[src/hdl/hsv_to_rgb_led_duty_unit_defines.svh]
// Assertion macros for the HSV to RGB LED duty unit.
// Used by the pipeline modules; no other dependencies.
`ifndef HSV_TO_RGB_LED_DUTY_UNIT_DEFINES_SVH
`define HSV_TO_RGB_LED_DUTY_UNIT_DEFINES_SVH
`ifndef SYNTHESIS
`define HSVRGB_ASSERT(lbl, clk, rst_n, prop, msg) \
    lbl: assert property (@(posedge clk) disable iff (!rst_n) prop) else $error(msg);
`define HSVRGB_ASSERT_NORST(lbl, clk, prop, msg) \
    lbl: assert property (@(posedge clk) prop) else $error(msg);
`else
`define HSVRGB_ASSERT(lbl, clk, rst_n, prop, msg)
`define HSVRGB_ASSERT_NORST(lbl, clk, prop, msg)
`endif
`endif

[src/hdl/hsvrgb_pkg.sv]
// Shared types and constants of the HSV to RGB LED duty pipeline.
// No dependencies.
package hsvrgb_pkg;

    localparam logic [12:0] HUE_FULL     = 13'd5760;
    localparam logic [9:0]  SECTOR_CODES = 10'd960;
    localparam logic [7:0]  FULL_SCALE   = 8'd255;
    localparam logic [17:0] Q_DEN        = 18'd244800;
    // 244800 = 64 * 3825: drop six bits, then divide by 3825
    localparam int          Q_PRE_SHIFT  = 6;
    localparam logic [11:0] Q_DIV        = 12'd3825;
    // floor(2^32 / 3825) and floor(2^24 / 255)
    localparam logic [20:0] Q_RECIP      = 21'd1122867;
    localparam logic [16:0] P_RECIP      = 17'd65793;

    typedef enum logic [2:0] {
        SEC_RY = 3'd0,
        SEC_YG = 3'd1,
        SEC_GC = 3'd2,
        SEC_CB = 3'd3,
        SEC_BM = 3'd4,
        SEC_MR = 3'd5
    } t_sector;

    typedef struct packed {
        logic        off;
        t_sector     sector;
        logic [9:0]  frac;
        logic [7:0]  sat;
        logic [7:0]  val;
    } t_sec_data;

    typedef struct packed {
        logic        off;
        t_sector     sector;
        logic [7:0]  val;
        logic [15:0] num_p;
        logic [17:0] fs;
        logic [17:0] gs;
    } t_prod_data;

    typedef struct packed {
        logic        off;
        t_sector     sector;
        logic [7:0]  val;
        logic [15:0] num_p;
        logic [19:0] num_q;
        logic [19:0] num_t;
    } t_num_data;

    typedef struct packed {
        logic        off;
        t_sector     sector;
        logic [7:0]  val;
        logic [15:0] num_p;
        logic [19:0] num_q;
        logic [19:0] num_t;
        logic [7:0]  est_p;
        logic [7:0]  est_q;
        logic [7:0]  est_t;
    } t_est_data;

    typedef struct packed {
        logic [7:0] red;
        logic [7:0] green;
        logic [7:0] blue;
    } t_rgb;

    function automatic logic [12:0] sector_base(input t_sector sec);
        logic [12:0] base;
        case (sec)
            SEC_RY:  base = 13'd0;
            SEC_YG:  base = 13'd960;
            SEC_GC:  base = 13'd1920;
            SEC_CB:  base = 13'd2880;
            SEC_BM:  base = 13'd3840;
            SEC_MR:  base = 13'd4800;
            default: base = 13'd0;
        endcase
        return base;
    endfunction

endpackage

[src/hdl/hsv_to_rgb_led_duty_unit.sv]
// HSV to RGB LED duty unit: five-stage pipeline, hue/saturation/value in,
// red/green/blue PWM duties out. Depends on hsvrgb_pkg and the stage modules.
// Throughput: one request per cycle; per-stage ready fills bubbles under stall.
// Each stage register holds one request.
// Reset clears the stage valid bits only; data registers are not reset.
module hsv_to_rgb_led_duty_unit
    import hsvrgb_pkg::*;
(
    input  logic        i_clk,
    input  logic        i_rst_n,
    input  logic        i_s_axis_tvalid,
    output logic        o_s_axis_tready,
    // [13:0] hue (signed), [21:14] saturation, [29:22] brightness, [31:30] zero
    input  logic [31:0] i_s_axis_tdata,
    output logic        o_m_axis_tvalid,
    input  logic        i_m_axis_tready,
    // [7:0] red_duty, [15:8] green_duty, [23:16] blue_duty
    output logic [23:0] o_m_axis_tdata
);

    logic      w_sec_vld;
    logic      w_sec_rdy;
    t_sec_data w_sec_data;
    logic      w_num_vld;
    logic      w_num_rdy;
    t_num_data w_num_data;
    t_rgb      w_rgb;

    hsvrgb_sector u_sector (
        .i_clk   (i_clk),
        .i_rst_n (i_rst_n),
        .i_valid (i_s_axis_tvalid),
        .o_ready (o_s_axis_tready),
        .i_hue   (i_s_axis_tdata[13:0]),
        .i_sat   (i_s_axis_tdata[21:14]),
        .i_val   (i_s_axis_tdata[29:22]),
        .o_valid (w_sec_vld),
        .i_ready (w_sec_rdy),
        .o_data  (w_sec_data)
    );

    hsvrgb_product u_product (
        .i_clk   (i_clk),
        .i_rst_n (i_rst_n),
        .i_valid (w_sec_vld),
        .o_ready (w_sec_rdy),
        .i_data  (w_sec_data),
        .o_valid (w_num_vld),
        .i_ready (w_num_rdy),
        .o_data  (w_num_data)
    );

    hsvrgb_divide u_divide (
        .i_clk   (i_clk),
        .i_rst_n (i_rst_n),
        .i_valid (w_num_vld),
        .o_ready (w_num_rdy),
        .i_data  (w_num_data),
        .o_valid (o_m_axis_tvalid),
        .i_ready (i_m_axis_tready),
        .o_data  (w_rgb)
    );

    assign o_m_axis_tdata = {w_rgb.blue, w_rgb.green, w_rgb.red};

endmodule

[src/hdl/hsvrgb_sector.sv]
// Stage 1: wraps the hue, splits it into sector and offset, flags the off code.
// Depends on hsvrgb_pkg and the assertion macro header.
`include "hsv_to_rgb_led_duty_unit_defines.svh"
module hsvrgb_sector
    import hsvrgb_pkg::*;
(
    input  logic              i_clk,
    input  logic              i_rst_n,
    input  logic              i_valid,
    output logic              o_ready,
    input  logic [13:0]       i_hue,
    input  logic [7:0]        i_sat,
    input  logic [7:0]        i_val,
    output logic              o_valid,
    input  logic              i_ready,
    output t_sec_data         o_data
);

    logic        r_vld;
    t_sec_data   r_data;
    t_sec_data   n_data;
    logic [12:0] w_hue;
    t_sector     w_sec;

    assign o_ready = !r_vld || i_ready;

    always_comb begin
        // hue past the full circle folds back by one turn
        if (i_hue[12:0] >= HUE_FULL) begin
            w_hue = i_hue[12:0] - HUE_FULL;
        end else begin
            w_hue = i_hue[12:0];
        end
        if (w_hue >= 13'd4800) begin
            w_sec = SEC_MR;
        end else if (w_hue >= 13'd3840) begin
            w_sec = SEC_BM;
        end else if (w_hue >= 13'd2880) begin
            w_sec = SEC_CB;
        end else if (w_hue >= 13'd1920) begin
            w_sec = SEC_GC;
        end else if (w_hue >= 13'd960) begin
            w_sec = SEC_YG;
        end else begin
            w_sec = SEC_RY;
        end
        n_data.off    = i_hue[13];
        n_data.sector = w_sec;
        n_data.frac   = 10'(w_hue - sector_base(w_sec));
        n_data.sat    = i_sat;
        n_data.val    = i_val;
    end

    always_ff @(posedge i_clk) begin
        if (!i_rst_n) begin
            r_vld <= 1'b0;
        end else if (o_ready) begin
            r_vld <= i_valid;
        end
    end

    always_ff @(posedge i_clk) begin
        if (i_valid && o_ready) begin
            r_data <= n_data;
        end
    end

    assign o_valid = r_vld;
    assign o_data  = r_data;

    `HSVRGB_ASSERT(a_neg_hue_off, i_clk, i_rst_n,
        (i_valid && o_ready && i_hue[13]) |=> (r_vld && r_data.off),
        "negative hue request did not raise the off flag")

endmodule

[src/hdl/hsvrgb_product.sv]
// Stages 2 and 3: forms the p numerator and the scaled q and t numerators.
// Depends on hsvrgb_pkg and the assertion macro header.
`include "hsv_to_rgb_led_duty_unit_defines.svh"
module hsvrgb_product
    import hsvrgb_pkg::*;
(
    input  logic              i_clk,
    input  logic              i_rst_n,
    input  logic              i_valid,
    output logic              o_ready,
    input  t_sec_data         i_data,
    output logic              o_valid,
    input  logic              i_ready,
    output t_num_data         o_data
);

    logic        r_vld2;
    logic        r_vld3;
    t_prod_data  r_d2;
    t_prod_data  n_d2;
    t_num_data   r_d3;
    t_num_data   n_d3;
    logic        w_rdy2;
    logic        w_rdy3;
    logic [25:0] w_xq;
    logic [25:0] w_xt;

    assign w_rdy3  = !r_vld3 || i_ready;
    assign w_rdy2  = !r_vld2 || w_rdy3;
    assign o_ready = w_rdy2;

    always_comb begin
        n_d2.off    = i_data.off;
        n_d2.sector = i_data.sector;
        n_d2.val    = i_data.val;
        n_d2.num_p  = 16'(i_data.val) * 16'(FULL_SCALE - i_data.sat);
        n_d2.fs     = 18'(i_data.frac) * 18'(i_data.sat);
        n_d2.gs     = 18'(SECTOR_CODES - i_data.frac) * 18'(i_data.sat);
    end

    always_comb begin
        w_xq        = 26'(r_d2.val) * 26'(Q_DEN - r_d2.fs);
        w_xt        = 26'(r_d2.val) * 26'(Q_DEN - r_d2.gs);
        n_d3.off    = r_d2.off;
        n_d3.sector = r_d2.sector;
        n_d3.val    = r_d2.val;
        n_d3.num_p  = r_d2.num_p;
        n_d3.num_q  = w_xq[25:Q_PRE_SHIFT];
        n_d3.num_t  = w_xt[25:Q_PRE_SHIFT];
    end

    always_ff @(posedge i_clk) begin
        if (!i_rst_n) begin
            r_vld2 <= 1'b0;
            r_vld3 <= 1'b0;
        end else begin
            if (w_rdy2) begin
                r_vld2 <= i_valid;
            end
            if (w_rdy3) begin
                r_vld3 <= r_vld2;
            end
        end
    end

    always_ff @(posedge i_clk) begin
        if (i_valid && w_rdy2) begin
            r_d2 <= n_d2;
        end
        if (r_vld2 && w_rdy3) begin
            r_d3 <= n_d3;
        end
    end

    assign o_valid = r_vld3;
    assign o_data  = r_d3;

    `HSVRGB_ASSERT(a_stall_hold, i_clk, i_rst_n,
        (r_vld3 && !i_ready) |=> (r_vld3 && $stable(r_d3)),
        "stage 3 request changed while stalled")

endmodule

[src/hdl/hsvrgb_divide.sv]
// Stages 4 and 5: reciprocal quotient estimates, one-step correction,
// channel ordering by sector. Depends on hsvrgb_pkg and the macro header.
`include "hsv_to_rgb_led_duty_unit_defines.svh"
module hsvrgb_divide
    import hsvrgb_pkg::*;
(
    input  logic              i_clk,
    input  logic              i_rst_n,
    input  logic              i_valid,
    output logic              o_ready,
    input  t_num_data         i_data,
    output logic              o_valid,
    input  logic              i_ready,
    output t_rgb              o_data
);

    logic        r_vld4;
    logic        r_vld5;
    t_est_data   r_d4;
    t_est_data   n_d4;
    t_rgb        r_d5;
    t_rgb        n_d5;
    logic        w_rdy4;
    logic        w_rdy5;
    logic [32:0] w_pp;
    logic [40:0] w_pq;
    logic [40:0] w_pt;
    logic [15:0] w_rem_p;
    logic [19:0] w_rem_q;
    logic [19:0] w_rem_t;
    logic [7:0]  w_p;
    logic [7:0]  w_q;
    logic [7:0]  w_t;
    logic [7:0]  w_v;

    assign w_rdy5  = !r_vld5 || i_ready;
    assign w_rdy4  = !r_vld4 || w_rdy5;
    assign o_ready = w_rdy4;

    // estimates land on the true quotient or one below
    always_comb begin
        w_pp         = 33'(i_data.num_p) * 33'(P_RECIP);
        w_pq         = 41'(i_data.num_q) * 41'(Q_RECIP);
        w_pt         = 41'(i_data.num_t) * 41'(Q_RECIP);
        n_d4.off     = i_data.off;
        n_d4.sector  = i_data.sector;
        n_d4.val     = i_data.val;
        n_d4.num_p   = i_data.num_p;
        n_d4.num_q   = i_data.num_q;
        n_d4.num_t   = i_data.num_t;
        n_d4.est_p   = w_pp[31:24];
        n_d4.est_q   = w_pq[39:32];
        n_d4.est_t   = w_pt[39:32];
    end

    always_comb begin
        w_rem_p = r_d4.num_p - 16'(r_d4.est_p) * 16'(FULL_SCALE);
        w_rem_q = r_d4.num_q - 20'(r_d4.est_q) * 20'(Q_DIV);
        w_rem_t = r_d4.num_t - 20'(r_d4.est_t) * 20'(Q_DIV);
        w_p = r_d4.est_p + 8'(w_rem_p >= 16'(FULL_SCALE));
        w_q = r_d4.est_q + 8'(w_rem_q >= 20'(Q_DIV));
        w_t = r_d4.est_t + 8'(w_rem_t >= 20'(Q_DIV));
        w_v = r_d4.val;
        case (r_d4.sector)
            SEC_RY:  n_d5 = '{red: w_v, green: w_t, blue: w_p};
            SEC_YG:  n_d5 = '{red: w_q, green: w_v, blue: w_p};
            SEC_GC:  n_d5 = '{red: w_p, green: w_v, blue: w_t};
            SEC_CB:  n_d5 = '{red: w_p, green: w_q, blue: w_v};
            SEC_BM:  n_d5 = '{red: w_t, green: w_p, blue: w_v};
            default: n_d5 = '{red: w_v, green: w_p, blue: w_q};
        endcase
        // drop all channels for negative hue
        if (r_d4.off) begin
            n_d5 = '0;
        end
    end

    always_ff @(posedge i_clk) begin
        if (!i_rst_n) begin
            r_vld4 <= 1'b0;
            r_vld5 <= 1'b0;
        end else begin
            if (w_rdy4) begin
                r_vld4 <= i_valid;
            end
            if (w_rdy5) begin
                r_vld5 <= r_vld4;
            end
        end
    end

    always_ff @(posedge i_clk) begin
        if (i_valid && w_rdy4) begin
            r_d4 <= n_d4;
        end
        if (r_vld4 && w_rdy5) begin
            r_d5 <= n_d5;
        end
    end

    assign o_valid = r_vld5;
    assign o_data  = r_d5;

    `HSVRGB_ASSERT(a_rem_q_range, i_clk, i_rst_n,
        r_vld4 |-> (w_rem_q < {7'd0, Q_DIV, 1'b0}),
        "q quotient estimate off by more than one")
    `HSVRGB_ASSERT(a_rem_p_range, i_clk, i_rst_n,
        r_vld4 |-> (w_rem_p < {7'd0, FULL_SCALE, 1'b0}),
        "p quotient estimate off by more than one")

endmodule
[config.mk]
export PLATFORM = sky130hd
export DESIGN_NAME = hsv_to_rgb_led_duty_unit
export DESIGN_NICKNAME = d
export VERILOG_FILES = /design/src/hdl/hsvrgb_pkg.sv /design/src/hdl/hsv_to_rgb_led_duty_unit.sv /design/src/hdl/hsvrgb_sector.sv /design/src/hdl/hsvrgb_product.sv /design/src/hdl/hsvrgb_divide.sv
export VERILOG_INCLUDE_DIRS = /design/src /design/src/hdl
export SDC_FILE = /design/constraint.sdc
export NUM_CORES = 2
export LEC_CHECK = 0
export ABC_AREA = 1
export BUFFER_PORTS_ARGS = -buffer_cell sky130_fd_sc_hd__clkbuf_2
export CAP_MARGIN = 20
export CORE_ASPECT_RATIO = 2
export CORE_MARGIN = 2
export CORE_UTILIZATION = 30
export DETAILED_ROUTE_END_ITERATION = 16
export MAX_ROUTING_LAYER = met4
export PLACE_DENSITY = 0.53
export SYNTH_ARGS = -nofsm -noshare
export SYNTH_HDL_FRONTEND = slang
export SYNTH_SLANG_ARGS = --single-unit
export TNS_END_PERCENT = 10
[constraint.sdc]
create_clock -name i_clk -period 6.5 [get_ports i_clk]
set_input_delay 1.3 -clock i_clk [delete_from_list [all_inputs] [get_ports i_clk]]
set_output_delay 1.3 -clock i_clk [all_outputs]
set_load 0.1 [all_outputs]
==> metrics <==
DRC 0; post-synth top area share 27.8%; grt total ovfl 0; total CTS buffers 35; H-tree levels 2; YS warnings 0; Slew Limit Fails 0; Final min period 6140 ps; Post-layout nets 7,155; final hold vios 0; Worst path top cell family by delay adder cells; Worst-Margin Slew 1030 ps; count leader, synth inv_1; CTS tree done; via count 36,200; Buf+Inv Stages, Crit Path 4; clk_skew 37.4 ps; Mapped Cells 5,547; most area-consuming cells after synthesis fa_1, ha_1, edfxtp_1, inv_1, nand2_1; fraction of registers with async set/reset 0%; hold buffers post-CTS 0; Crit. path cell count 25; R2R Setup Slk 360 ps; Yosys reg bits 282; EDFF count, synth 277; synth unique cells 59; Crit path required time 6810 ps; first-pass GRT wire length 206,000 µm; post-synth top area cell fa_1; Die ar. 165,000 µm²; Sink Count 282; average via count per standard cell 4.63; cell area after synthesis 48,400 µm²; Setup CP Type reg2reg; worst hold path stage count 0; Cell Count Post-Placement 7,747; Detail Placement HPWL 114,000 µm; # port buffers 59; initial drt markers 1,169; pin count of the biggest net entering global routing 64; Startpoint Class flop; RSZ-0062 raised after global routing true; Reg clk slew, reported paths 70 ps; HP Class reg2reg; Top-Level Pins 62; Slowest Stage Delay on Critical Path 560 ps; sequential share of the synthesized area 17.4%; Synth Flop Type edfxtp_1; top cells by count, synth inv_1, nand2_1, ha_1; P&R area growth vs syn 10.1%; final WL 130,000 µm; CP max-delay cell fa_1; Overall Global Routing Usage 16.6%; wire length per cell 16.6 µm; routability congestion estimate 0.962; die height 572 µm; Antenna Nets Post-Route 0; Initial Util 30.2%; CTS Root Cell clkbuf_16; crit-path max FO 5; CORE AREA 160,000 µm²; die width 288 µm; Rows 208; Fmax achieved 163 MHz; Slew HR 31.6%; # setup viols final 0; Clock Path Buffers 3; # Max-Cap Violations 0; clock latency on the worst-skew pair 600 ps; post-route insts no fill 7,819; crit end category flop; initial antenna violation count 1; vias in the first global route 39,900; Mean Syn Cell Area 8.72 µm²; share of layout cells above drive strength 1 5.84%; period utilization 94.5%; Pre-Repair DR Iteration Count 7; Worst Path Arrival 6450 ps; outcome finished clean; Reg2Reg Depth 25; syn nets 7,009
-- worst paths after layout --
path,start,to
setup / recovery,u_divide.r_d4[14],u_divide.o_data[22]
hold / removal,u_product.n_d3[45],u_product.o_data[45]
setup reg to reg,u_divide.r_d4[14],u_divide.o_data[22]
hold reg to reg,u_product.n_d3[45],u_product.o_data[45]
-- registers in the layout (all words and copies together) (netlist names) --
name,count
u_divide.r_vld4,1
u_product.o_valid,1
u_product.n_d3,28
u_product.r_vld2,1
u_sector.o_data,30
u_product.o_data,68
u_divide.o_valid,1
u_divide.w_v,8
u_divide.r_d4,84
u_sector.o_valid,1
u_product.r_d2,35
u_divide.o_data,24
-- cells by family (layout without fill, tap and decap cells) --
family,Yosys count,after routing,synth area share (%)
buffers and inverters,1443,1614,11.2
DFF,282,282,17.4
adders and majority gates,1426,1426,47.3
other,0,1,0
AOI/OAI and AO/OA,522,522,6.17
and+or+nand+nor,1685,1685,14.4
xor gates and xnor gates,189,189,3.49
-- worst reg2reg max path, delay by kind of cell (launching register included) --
kind / cells / cell delay, ps
compound gates: 3 / 670
buf+inv: 4 / 380
flops: 1 / 400
fa+ha+maj: 7 / 3020
simple gates: 9 / 940
xor+xnor: 2 / 440
-- through the flow --
stage / worst slack [ps] / TNS (ps) / hold slack, ps / util (%) / instance area [µm²]
2_1_floorplan: 846 / 0 / 400 / - / 48400
3_3_place_gp: 211 / 0 / 401 / 32.4 / 51900
3_5_place_dp: 207 / 0 / 406 / 32.4 / 51900
4_1_cts: 200 / 0 / 415 / 33.1 / 53100
5_1_grt: -13.8 / -13.8 / 420 / 33.2 / 53300
6_report: 358 / 0 / 414 / 33.2 / 53300
-- layer usage --
layer / wire length [µm] / share of wire [%] / up-vias / global-route usage (%)
li1: - / - / 17500 / -
met1: 41600 / 32 / 17700 / 13.9
met2: 77200 / 60 / 637 / 34.5
met3: 2610 / 2.0 / 363 / 1.27
met4: 8260 / 6.4 / 0 / 9.08
met5: 0 / 0 / - / -
-- area by class of cell --
class	count	area [µm²]
fillers	16800	107000
multi-input cells	3822	34600
clock buffers	42	943
flip-flops and latches	282	8420
repair buffers	178	1190
diodes	1	2.50
inverters	1374	5160
clock inverters	20	312
well taps	2100	2630
-- what timing repair did --
action	4_1_cts	5_1_grt
setup endpoints to repair	0	15
resized for setup	0	19
buffers inserted	0	9
-- cell usage in the layout (no fill, tap or decap), types with 59 or more instances in the layout --
master and instances:
inv_1 1353, nand2_1 965, ha_1 752, fa_1 671, nor2_1 407, edfxtp_1 277, a21oi_1 240, o21ai_0 138
nand3_1 136, buf_4 119, xor2_1 114, xnor2_1 71, clkbuf_2 59
Power is left out: the tool's default activity adds up to more than one toggle a clock period on the data nets, which glitch-free logic cannot reach.
